--- config.mk ---
export PLATFORM = sky130hd
export DESIGN_NAME = ts_to_tts_rtp_packetizer
export DESIGN_NICKNAME = d
export VERILOG_FILES = /design/src/tsrtp_pkg.sv /design/src/ts_to_tts_rtp_packetizer.sv
export SDC_FILE = /design/constraint.sdc
export NUM_CORES = 1
export LEC_CHECK = 0
export ABC_AREA = 1
export BUFFER_PORTS_ARGS = -buffer_cell sky130_fd_sc_hd__buf_2
export CORE_MARGIN = 5
export CORE_UTILIZATION = 60
export CTS_CLUSTER_SIZE = 8
export DETAILED_ROUTE_END_ITERATION = 12
export PLACE_DENSITY = 0.78
export SYNTH_ARGS = -nofsm -noshare
export SYNTH_HDL_FRONTEND = slang
export SYNTH_SLANG_ARGS = --single-unit
--- constraint.sdc ---
create_clock -name i_clk -period 15.2 [get_ports i_clk]
set_input_delay 3.8 -clock i_clk [delete_from_list [all_inputs] [get_ports i_clk]]
set_output_delay 3.8 -clock i_clk [all_outputs]
set_load 0.01 [all_outputs]
--- src/tsrtp_pkg.sv ---
// Package with shared types and constants of the TS to TTS RTP packetiser.
package tsrtp_pkg;

    // Transport stream framing and grouping.
    localparam int unsigned TS_PACKET_BYTES  = 188;
    localparam int unsigned UNITS_PER_PACKET = 6;
    localparam logic [7:0]  SYNC_BYTE        = 8'h47;
    localparam logic [7:0]  RTP_VERSION_BYTE = 8'h80;
    localparam logic [7:0]  MARKER_BIT       = 8'h80;

    // Widths of internal counters.
    localparam int unsigned POS_W   = 8;
    localparam int unsigned UNITS_W = 3;
    localparam int unsigned IDX_W   = 5;

    // Configuration register indexes.
    localparam logic [1:0] CFG_RTP_PT         = 2'd0;
    localparam logic [1:0] CFG_SYNC_SOURCE_ID = 2'd1;
    localparam logic [1:0] CFG_TIMECODE_STEP  = 2'd2;
    localparam logic [1:0] CFG_TIMESTAMP_STEP = 2'd3;

    // Reset values of the configuration registers.
    localparam logic [6:0]  PT_RESET        = 7'd103;
    localparam logic [31:0] SSRC_RESET      = 32'h0000_1234;
    localparam logic [15:0] TC_STEP_RESET   = 16'd300;
    localparam logic [15:0] TS_STEP_RESET   = 16'd3003;

    // Byte positions within one emitted burst: header, timecode, payload byte.
    localparam logic [IDX_W-1:0] IDX_HEADER   = 5'd0;
    localparam logic [IDX_W-1:0] IDX_TIMECODE = 5'd12;
    localparam logic [IDX_W-1:0] IDX_DATA     = 5'd16;

    // Input request payload.
    typedef struct packed {
        logic [7:0]  data_byte;
        logic        first_of_buffer;
        logic [15:0] bytes_remaining;
    } t_in_item;

    // Output request payload.
    typedef struct packed {
        logic [7:0] out_byte;
        logic       last_of_packet;
    } t_out_item;

    // Everything needed to emit the bytes caused by one input byte.
    typedef struct packed {
        logic [6:0]  rtp_pt;
        logic [15:0] sequence_number;
        logic [31:0] rtp_timestamp;
        logic [31:0] sync_source_id;
        logic [31:0] unit_timecode;
        logic [7:0]  data_byte;
        logic        last_of_packet;
    } t_job;

endpackage

--- src/ts_to_tts_rtp_packetizer.sv ---
// Top level of the TS to 192-byte TTS RTP packetiser.

// Each accepted transport stream byte is judged in the cycle it is accepted and
// causes zero, one, five or seventeen output bytes, which a byte emitter sends
// one per cycle through an output register while the receiver takes them. Inside
// a kept chunk a payload byte can be accepted every cycle while the output does
// not stall; the first byte of a kept chunk occupies the emitter for its timecode
// and byte, or its RTP header, timecode and byte, and the next input is taken in
// the cycle the emitter sends that burst's last byte. Dropped bytes leave the
// emitter free. The output side is registered, so input acceptance continues
// while a finished byte waits to be taken. Configuration writes land at once and
// should be made while the block is idle.
module ts_to_tts_rtp_packetizer
    import tsrtp_pkg::*;
(
    input  logic        i_clk,
    input  logic        i_rst_n,
    input  logic        i_cfg_we,
    input  logic [1:0]  i_cfg_index,
    input  logic [31:0] i_cfg_data,
    input  logic        i_in_valid,
    output logic        o_in_ready,
    input  t_in_item    i_in_data,
    output logic        o_out_valid,
    input  logic        i_out_ready,
    output t_out_item   o_out_data
);

    // Configuration registers.
    logic [6:0]  r_rtp_pt;
    logic [31:0] r_sync_source_id;
    logic [15:0] r_timecode_step;
    logic [15:0] r_timestamp_step;

    // Packetiser state.
    logic [POS_W-1:0]   r_chunk_pos, n_chunk_pos;
    logic               r_chunk_kept, n_chunk_kept;
    logic [UNITS_W-1:0] r_units, n_units;
    logic [15:0]        r_seq, n_seq;
    logic [31:0]        r_ts, n_ts;
    logic [31:0]        r_tc, n_tc;

    // Emitter.
    logic               r_job_valid;
    t_job               r_job, n_job;
    logic [IDX_W-1:0]   r_idx, n_idx;
    logic               n_emit;
    logic               r_out_valid;
    t_out_item          r_out;

    logic               accept;
    logic               move;
    logic [7:0]         emit_byte;

    // Configuration writes.
    always_ff @(posedge i_clk) begin
        if (!i_rst_n) begin
            r_rtp_pt         <= PT_RESET;
            r_sync_source_id <= SSRC_RESET;
            r_timecode_step  <= TC_STEP_RESET;
            r_timestamp_step <= TS_STEP_RESET;
        end else if (i_cfg_we) begin
            case (i_cfg_index)
                CFG_RTP_PT:         r_rtp_pt         <= i_cfg_data[6:0];
                CFG_SYNC_SOURCE_ID: r_sync_source_id <= i_cfg_data;
                CFG_TIMECODE_STEP:  r_timecode_step  <= i_cfg_data[15:0];
                CFG_TIMESTAMP_STEP: r_timestamp_step <= i_cfg_data[15:0];
                default: ;
            endcase
        end
    end

    // The emitter moves a byte whenever the output register is free or drains.
    assign move       = r_job_valid && (!r_out_valid || i_out_ready);
    assign o_in_ready = !r_job_valid || (move && (r_idx == IDX_DATA));
    assign accept     = i_in_valid && o_in_ready;

    // Chunking, filtering and RTP state for one accepted byte.
    always_comb begin
        logic [POS_W-1:0]   pos;
        logic               kept;
        logic [UNITS_W-1:0] units;
        logic               start_kept;
        logic               last;

        pos        = r_chunk_pos;
        kept       = r_chunk_kept;
        units      = r_units;
        start_kept = 1'b0;
        last       = 1'b0;
        n_seq      = r_seq;
        n_ts       = r_ts;
        n_tc       = r_tc;
        n_idx      = IDX_DATA;

        // A buffer mark restarts alignment and abandons a truncated unit.
        if (i_in_data.first_of_buffer) begin
            if (kept && (pos != '0)) begin
                units = '0;
            end
            pos  = '0;
            kept = 1'b0;
        end

        // First byte of a chunk: decide whether it is kept.
        if (pos == '0) begin
            kept = (i_in_data.data_byte == SYNC_BYTE) &&
                   (i_in_data.bytes_remaining >= 16'(TS_PACKET_BYTES));
            if (kept) begin
                start_kept = 1'b1;
                n_tc       = r_tc + {16'd0, r_timecode_step};
                n_idx      = (units == '0) ? IDX_HEADER : IDX_TIMECODE;
            end
        end

        // Job snapshot taken before the counters advance.
        n_job.rtp_pt          = r_rtp_pt;
        n_job.sequence_number = r_seq;
        n_job.rtp_timestamp   = r_ts;
        n_job.sync_source_id  = r_sync_source_id;
        n_job.unit_timecode   = r_tc;
        n_job.data_byte       = i_in_data.data_byte;
        n_emit                = kept;

        // Last byte of a chunk closes a unit and maybe a packet.
        if (pos >= POS_W'(TS_PACKET_BYTES - 1)) begin
            if (kept) begin
                if (units == UNITS_W'(UNITS_PER_PACKET - 1)) begin
                    last  = 1'b1;
                    units = '0;
                    n_seq = r_seq + 16'd1;
                    n_ts  = r_ts + {16'd0, r_timestamp_step};
                end else begin
                    units = units + UNITS_W'(1);
                end
            end
            pos  = '0;
            kept = 1'b0;
        end else begin
            pos = pos + POS_W'(1);
        end

        n_job.last_of_packet = last;
        n_chunk_pos          = pos;
        n_chunk_kept         = kept;
        n_units              = units;
        // Only a kept chunk's first byte takes the timecode step.
        if (!start_kept) begin
            n_tc = r_tc;
        end
    end

    // State registers.
    always_ff @(posedge i_clk) begin
        if (!i_rst_n) begin
            r_chunk_pos  <= '0;
            r_chunk_kept <= 1'b0;
            r_units      <= '0;
            r_seq        <= '0;
            r_ts         <= '0;
            r_tc         <= '0;
        end else if (accept) begin
            r_chunk_pos  <= n_chunk_pos;
            r_chunk_kept <= n_chunk_kept;
            r_units      <= n_units;
            r_seq        <= n_seq;
            r_ts         <= n_ts;
            r_tc         <= n_tc;
        end
    end

    // Byte selection for the current burst position.
    always_comb begin
        case (r_idx)
            5'd0:    emit_byte = RTP_VERSION_BYTE;
            5'd1:    emit_byte = MARKER_BIT | {1'b0, r_job.rtp_pt};
            5'd2:    emit_byte = r_job.sequence_number[15:8];
            5'd3:    emit_byte = r_job.sequence_number[7:0];
            5'd4:    emit_byte = r_job.rtp_timestamp[31:24];
            5'd5:    emit_byte = r_job.rtp_timestamp[23:16];
            5'd6:    emit_byte = r_job.rtp_timestamp[15:8];
            5'd7:    emit_byte = r_job.rtp_timestamp[7:0];
            5'd8:    emit_byte = r_job.sync_source_id[31:24];
            5'd9:    emit_byte = r_job.sync_source_id[23:16];
            5'd10:   emit_byte = r_job.sync_source_id[15:8];
            5'd11:   emit_byte = r_job.sync_source_id[7:0];
            5'd12:   emit_byte = r_job.unit_timecode[31:24];
            5'd13:   emit_byte = r_job.unit_timecode[23:16];
            5'd14:   emit_byte = r_job.unit_timecode[15:8];
            5'd15:   emit_byte = r_job.unit_timecode[7:0];
            default: emit_byte = r_job.data_byte;
        endcase
    end

    // Burst register: loaded on a kept byte, stepped on each emitted byte.
    always_ff @(posedge i_clk) begin
        if (!i_rst_n) begin
            r_job_valid <= 1'b0;
            r_idx       <= IDX_DATA;
        end else if (accept && n_emit) begin
            r_job_valid <= 1'b1;
            r_idx       <= n_idx;
        end else if (move) begin
            if (r_idx == IDX_DATA) begin
                r_job_valid <= 1'b0;
            end else begin
                r_idx <= r_idx + IDX_W'(1);
            end
        end
    end

    always_ff @(posedge i_clk) begin
        if (accept && n_emit) begin
            r_job <= n_job;
        end
    end

    // Output register.
    always_ff @(posedge i_clk) begin
        if (!i_rst_n) begin
            r_out_valid <= 1'b0;
        end else if (move) begin
            r_out_valid <= 1'b1;
        end else if (i_out_ready) begin
            r_out_valid <= 1'b0;
        end
    end

    always_ff @(posedge i_clk) begin
        if (move) begin
            r_out.out_byte       <= emit_byte;
            r_out.last_of_packet <= (r_idx == IDX_DATA) && r_job.last_of_packet;
        end
    end

    assign o_out_valid = r_out_valid;
    assign o_out_data  = r_out;

    // The open group never reaches a full packet without closing.
    a_units_bound: assert property (@(posedge i_clk) disable iff (!i_rst_n)
        r_units < UNITS_W'(UNITS_PER_PACKET))
        else $error("units_in_group out of range");

    // A kept chunk is always past its first byte between requests.
    a_kept_pos: assert property (@(posedge i_clk) disable iff (!i_rst_n)
        r_chunk_kept |-> (r_chunk_pos != '0))
        else $error("kept chunk at position zero");

    // A burst never runs past its payload byte.
    a_idx_bound: assert property (@(posedge i_clk) disable iff (!i_rst_n)
        r_job_valid |-> (r_idx <= IDX_DATA))
        else $error("burst index past payload byte");

    // A new request is taken only as the burst hands over its final byte.
    a_no_overrun: assert property (@(posedge i_clk) disable iff (!i_rst_n)
        (i_in_valid && o_in_ready && r_job_valid) |-> (move && (r_idx == IDX_DATA)))
        else $error("request accepted over an open burst");

endmodule

Word-level counts from Yosys, hierarchy flattened
Cells that the tools add are included.
{ "op_classes": {"add_sub_neg": 6, "magnitude_cmp": 2, "eq_ne": 22, "mux": 25, "n_reduce_logical": 28} }
{ "op_table": {"columns": ["op", "n"], "rows": [
  ["case mux 8 bit (16 select lines)", 1],
  ["adder 32 x 16 -> 32 bit", 2],
  ["equality test 5 x 4 -> 1 bit (second input constant)", 8],
  ["two-way mux 5 bit", 5],
  ["equality test 5 x 3 -> 1 bit (second input constant)", 4],
  ["adder 16 x 1 -> 16 bit (second input constant)", 1],
  ["greater-or-equal comparator 16 x 8 -> 1 bit (second input constant)", 1],
  ["two-way mux 8 bit", 2],
  ["two-way mux 3 bit", 5],
  ["AND reduction 2 bit", 7],
  ["two-way mux 1 bit", 11],
  ["equality test 5 x 2 -> 1 bit (second input constant)", 2],
  ["adder 8 x 1 -> 8 bit (second input constant)", 1],
  ["equality test 8 x 7 -> 1 bit (second input constant)", 1],
  ["greater-or-equal comparator 8 bit (second input constant)", 1],
  ["logical NOT 8 bit", 1],
  ["AND reduction 4 bit", 2],
  ["nonzero test 8 bit", 1],
  ["logical AND 1 bit", 7],
  ["nonzero test 2 bit", 3],
  ["adder 5 x 1 -> 5 bit (second input constant)", 1],
  ["equality test 5 x 1 -> 1 bit (second input constant)", 1],
  ["equality test 5 bit (second input constant)", 1],
  ["logical NOT 5 bit", 1],
  ["other kinds (10)", 13]
]} }
{ "word_totals": {"regBits": 307, "inputBits": 64, "output_inout_bits": 11, "elab_cells": 105} }

Depth between registers and ports, before layout
Gate-level depths: netlist of the first run.
{ "depth": {"depth_word": 9, "depth_mapped": 16, "depth_no_buf": 15} }

Worst setup path before layout of the first run
No wires, ideal clock.
{ "synth_path": {"kind": "input to output", "from": "input port i_out_ready", "to": "output port o_in_ready", "t_arrival_ps": 4155, "required_ps": 11400, "setup_slack_ps": 7245, "stages": 4, "path_cell_list": "inv_1 > nand2_1 > nand4_2 > nand2_1"} }
{ "synth_via": {"elab_chain_cells": 4} }
{ "synth_lines": {"columns": ["item", "line_no", "text"], "rows": [
  ["start, declared", "ts_to_tts_rtp_packetizer.sv:25", "input logic i_out_ready,"],
  ["logical OR 1 bit", "ts_to_tts_rtp_packetizer.sv:74", "assign move = r_job_valid && (!r_out_valid || i_out_ready);"],
  ["logical AND 1 bit", "ts_to_tts_rtp_packetizer.sv:74", null],
  ["logical AND 1 bit", "ts_to_tts_rtp_packetizer.sv:75", "assign o_in_ready = !r_job_valid || (move && (r_idx == IDX_DATA));"],
  ["logical OR 1 bit", "ts_to_tts_rtp_packetizer.sv:75", null],
  ["end, declared", "ts_to_tts_rtp_packetizer.sv:22", "output logic o_in_ready,"]
]} }
No other way between the ends.

Worst setup path in the final report of the first run
Ends and elaborated chain as after synthesis.

==> qor.yml, run 1 <==
crit_arrival_ps: 4390
track_usage: 0.271
overflow: 0
drc: 0
port_buffers: 72
slew_viol_final: 0
p_leak_nw: 7.12
fin_crit_sh: 0.539
avgSynthCellArea_um2: 7.99
hpwl_mm: 26.9
die_h_um: 168
clk_latency_ps: 550
fin_crit_ps: 8190
nets: 2052
tns_ps: 0
hold_buffers: 0
synth_seq_cells: 307
critPathMaxFanout: 2
cellPowerDensity_nw_per_um2: 110
status: "completed"
relSlewSlack: 0.246
clkTransAtPathRegs_ps: 50
routedWlPerCell_um: 16.9
min_path_type: "reg -> reg"
cts_made_buffers: 44
ys_async_sr_fraction: 0
io_pins: 75
place_congestion: 0.920
htreeDepth: 2
rsz0062_at_grt: "false"
diodes: 0
cts.repair.resized: 0
ys_types: 47
finalHoldViolCount: 0
firstDrtPassIters: 5
drive_above_1_share: 0.0915
cap_violations: 0
dieArea_um2: 28100
antenna_found_initial: 0
startpoint_type: "input pin"
coreArea_um2: 24400
clock.fmax_mhz: 122
grt_max_degree: 107
syn_inst: 1867
synth_area_um2: 14900
vias_per_cell: 5.60
worstSetupPathType: "in -> out"
root_buffer: "clkbuf_16"
dpl_cell_area_um2: 15500
r2r_cells: 13
cts.sinks: 307
worst_pin_slew_ps: 1130
cp_data_required_time_ps: 11400
ys_warn_count: 0
cts_tree: "done"
die_x_um: 168
synth_nets: 1973
grt_pass1_wl_mm: 62.2
end_kind: "primary output"
yosys_most_used_dff: "dfxtp_1"
final_cells: 2302
synth_edf_count: 137
dp.cells: 2224
skew_ps: 16.8
clockBufferDepth: 3
fp-row-count: 57
ys_seq_area_frac: 0.504
initialDrtViolationCount: 1414
post_cts_buffers: 0
min_path_cells: 0
ant_nets: 0
drt-total-wl_mm: 39.0
floorplan.initialDensity: 0.611
max-vdd-ir-drop_mv: 0.0942
grt_pass1_vias: 12100
vias: 12900
area_growth_pct: 12.8
power_w: 0.00186
final_area_um2: 16800
setup_violations: 0
[critical path: stages]
cell     delay, ps
buf_2           70
inv_1           40
nand2_1         90
nand4_2        130
nand2_1        120
buf_2          140
[Yosys cell counts (all sizes together), types with 4 or more instances]
cell,instances,area [um2]
xor2,34,298
clkbuf,32,120
inv,168,631
or2,5,31.3
a21oi,107,592
nor4,4,25.0
a221oi,8,70.1
a31oi,5,31.3
nand2,581,2220
edfxtp,137,4110
ha,40,500
nor2,242,933
nand4,43,275
nand3,113,576
buf,15,113
a22o,6,52.6
o21ai,89,445
xnor2,8,70.1
nand3b,4,30.0
nor3,32,165
dfxtp,170,3400
[layer usage]
| layer | GRT usage | vias to the layer above | routed length, um |
|---|---|---|---|
| li1 | - | 6311 | - |
| met1 | 0.392 | 5989 | 17300 |
| met3 | 0.0441 | 80 | 3250 |
| met4 | 0.0805 | 0 | 1040 |
| met5 | 0 | - | 0 |
| met2 | 0.423 | 504 | 17400 |
[sequential cells by signal (all words and copies together) (netlist names), 3 cells and up]
| register | flops |
|---|---|
| r_tc | 32 |
| r_job | 128 |
| r_rtp_pt | 7 |
| o_out_data | 9 |
| r_sync_source_id | 32 |
| r_idx | 5 |
| r_timecode_step | 16 |
| r_units | 3 |
| r_chunk_pos | 8 |
| r_timestamp_step | 16 |
| r_ts | 32 |
| r_seq | 16 |
[final cells by class]
type | count | area (um2)
Multi-Input combinational cell | 1344 | 6530
Inverter | 169 | 637
Clock inverter | 3 | 70.1
Fill cell | 1944 | 7580
Tap cell | 324 | 405
Timing Repair Buffer | 80 | 420
Clock buffer | 75 | 1240
Sequential cell | 307 | 7520
[per-stage QoR]
stage	utilization	hold slack, ps	setup slack, ps
after floorplan	-	403	7240
after global placement	0.636	406	7040
after detailed placement	0.636	410	7010
after CTS	0.689	424	7000
after global routing	0.689	440	6940
final	0.689	425	7010
[cells in the final DEF, fill, tap and decap left out, drive strengths merged, types with 5 or more instances in the layout]
cell / n
nand2: 581
xnor2: 8
o21ai: 89
dfxtp: 170
xor2: 34
nor2: 242
buf: 80
ha: 40
nand4: 43
a22o: 6
nor3: 32
inv: 170
or2: 5
a31oi: 5
nand3: 113
clkbuf: 75
a221oi: 8
edfxtp: 137
a21oi: 107
[path summary, 6_finish.rpt]
path	startpoint	end	slack [ps]
max	i_out_ready	o_in_ready	7010
min	r_sync_source_id[28]	r_job[69]	420
max reg2reg	r_chunk_pos[0]	r_job[89]	11880
min reg2reg	r_sync_source_id[28]	r_job[69]	420
[cell families after synthesis]
group	share of synthesized area
DFF	0.504
and+or+nand+nor	0.288
AOI/OAI and AO/OA	0.0888
xor gates and xnor gates	0.0247
buffers and inverters	0.0582
adders and majority gates	0.0363
[where the power goes]
group | internal [W] | switching, W
clock network | 0.000554 | 0.000361
logic | 0.0000207 | 0.0000422
registers | 0.000870 | 0.00000701
Power figures use the tool's default switching activity.
==> inputs of run 2 (changes only) <==
- CORE_UTILIZATION: 60 -> 56
- PLACE_DENSITY: 0.78 -> 0.77
- clock period: 15.2 -> 7.2 ns (I/O delays scaled with it)
==> run 2 against run 1 <==
  * Total power increased by 110%
  * Sequential share of layout area decreased by 0.070 points
  * Design area increased by 0.16%
  * Critical path depth unchanged
  * Sequential cell count unchanged
  * Global-route usage decreased by 0.68 points
  * Register-to-register slack got worse by 7700 ps
  * Clock power increased by 110%
==> qor.yml, run 2 (synthesized netlist as in run 1, its figures left out) <==
grt_pass1_vias: 12300  # was 12100
startpoint_type: "input pin"  # unchanged
pwr-share-comb: 0.035  # was 0.034
critical-path-slowest-cell: "nand2_1"  # was buf_2
clk_latency_ps: 560  # was 550 ps
min_path_type: "reg -> reg"  # unchanged
skew_ps: 28.0  # was 16.8 ps
post_cts_buffers: 0  # unchanged
rsz0062_at_grt: "false"  # unchanged
status: "completed"  # unchanged
clock.fmax_mhz: 232
floorplan.initialDensity: 0.571  # was 0.611
grt_pass1_wl_mm: 64.3  # was 62.2 mm
switching_share: 0.224  # was 0.221
ant_nets: 0  # unchanged
crit_buf_inv: 3  # unchanged
overflow: 0  # unchanged
root_buffer: "clkbuf_16"  # unchanged
diodes: 0  # unchanged
p_switching_w: 0.000876  # was 0.000411 W
p_leak_nw: 7.12  # about the same
routedWlPerCell_um: 17.3  # was 16.9 um
power_frac_seq: 0.472  # about the same
final_common_cell: "nand2_1"  # unchanged
final_cell_mix: "566 x nand2_1, 237 x nor2_1, 170 x dfxtp_1"  # unchanged
r2r_end: "r_job[21]"  # was r_job[89]
place_congestion: 0.965  # was 0.920
coreArea_um2: 26100  # was 24400 um2
critPathMaxFanout: 2  # unchanged
finalHoldViolCount: 0  # unchanged
drt-total-wl_mm: 40.2  # was 39.0 mm
nFillCells: 2185  # was 1944
dieArea_um2: 30000  # was 28100 um2
setup_violations: 0  # unchanged
critical_path.top_delay_family: "simple AND/OR/NAND/NOR gates"  # unchanged
clkTransAtPathRegs_ps: 50  # about the same
initialDrtViolationCount: 1322  # was 1414
port_buffers: 72  # unchanged
min_path_cells: 0  # unchanged
drc: 0  # unchanged
cap_violations: 0  # unchanged
max-vdd-ir-drop_mv: 0.183  # was 0.0942 mV
cellPowerDensity_nw_per_um2: 233  # was 110 nW/um2
cts_tree: "done"  # unchanged
final_area_um2: 16800  # about the same
cp_cell_sequence: "buf_2 -> inv_1 -> nand2_1 -> nand4_2 -> nand2_1 -> buf_2"  # unchanged
track_usage: 0.264  # was 0.271
relSlewSlack: 0.293  # was 0.246
firstDrtPassIters: 6  # was 5
nets: 2054  # was 2052
slew_viol_final: 0  # unchanged
die_h_um: 173  # was 168 um
crit_start: "i_out_ready"  # unchanged
drive_above_1_share: 0.0918  # was 0.0915
grt_max_degree: 72  # was 107
fin_crit_sh: 0.599
fp-row-count: 59  # was 57
cts_made_buffers: 44  # unchanged
r2r_setup_slack_ps: 4160  # was 11880 ps
cts.sinks: 307  # unchanged
dpl_cell_area_um2: 15500  # about the same
end_kind: "primary output"  # unchanged
antenna_found_initial: 1  # was 0
clockBufferDepth: 3  # unchanged
clkPwrFrac: 0.494  # about the same
die_x_um: 173  # was 168 um
worst_pin_slew_ps: 1060  # was 1130 ps
tns_ps: 0  # unchanged
area_growth_pct: 13.0  # was 12.8%
max_stage_delay_ps: 180  # was 140 ps
crit_arrival_ps: 2510  # was 4390 ps
reg2reg_from: "r_chunk_pos[0]"  # unchanged
largest_register_ffs: 128  # unchanged
io_pins: 75  # unchanged
r2r_cells: 13  # unchanged
p_int_w: 0.00304  # was 0.00144 W
htreeDepth: 2  # unchanged
vias: 13000  # was 12900
fin_util: 0.644  # was 0.689
worst-path-stages: 6  # unchanged
cts.repair.resized: 0  # unchanged
vias_per_cell: 5.60  # about the same
largest_register: "r_job"  # unchanged
cp-endpoint: "o_in_ready"  # unchanged
hpwl_mm: 27.7  # was 26.9 mm
hold_buffers: 0  # unchanged
fin_crit_ps: 4310
power_w: 0.00392  # was 0.00186 W
worstSetupPathType: "in -> out"  # unchanged
cp_data_required_time_ps: 5400  # was 11400 ps
## run 2: changes by cell type in the layout (fill, tap and decap cells not counted)
cell | previous run | this run
buf_4 | 8 | 10
clkbuf_1 | 29 | 32
clkbuf_8 | 2 | 1
## run 2: power by group through the flow
| stage | combinational [W] | sequential [W] | clock, W |
|---|---|---|---|
| after floorplan | 0.0000807 | 0.00188 | 0 |
| after global placement | 0.000128 | 0.00188 | 0 |
| after detailed placement | 0.000132 | 0.00188 | 0 |
| after CTS | 0.000134 | 0.00185 | 0.00196 |
| after global routing | 0.000150 | 0.00185 | 0.00203 |
| final | 0.000136 | 0.00185 | 0.00194 |
## run 2: per-layer routing
metal | up-vias | part of all wire | global-route usage
li1 | 6323 | - | -
met1 | 6016 | 0.43 | 0.366
met2 | 538 | 0.44 | 0.403
met3 | 106 | 0.086 | 0.0587
met4 | 2 | 0.041 | 0.107
met5 | - | 0.00032 | 0
## run 2: final cells by class
class / instances / area, um2 / share of cell area
repair buffers: 82 / 435 / 0.0259
multi-input cells: 1344 / 6530 / 0.388
clock buffers: 77 / 1230 / 0.0733
clock inverters: 3 / 70.1 / 0.00416
well taps: 335 / 419 / 0.0249
flip-flops and latches: 307 / 7520 / 0.446
inverters: 169 / 637 / 0.0378
## run 2: worst min-delay path by stage
stage | from | endpoint | slack, ps
floorplan | r_rtp_pt[3] | r_job[124] | 400
global placement | r_sync_source_id[25] | r_job[66] | 410
detailed placement | r_sync_source_id[7] | r_job[48] | 410
CTS | r_rtp_pt[2] | r_job[123] | 420
global route | r_sync_source_id[7] | r_job[48] | 430
finish | r_rtp_pt[2] | r_job[123] | 410
## run 2: stage by stage
stage          worst slack, ps  instances  hold WS (ps)
6_report                  2890       2317           412
3_3_place_gp              2610       2237           407
4_1_cts                   2880       2317           416
3_5_place_dp              2550       2237           407
2_1_floorplan             1510       1867           403
5_1_grt                   2830       2317           425
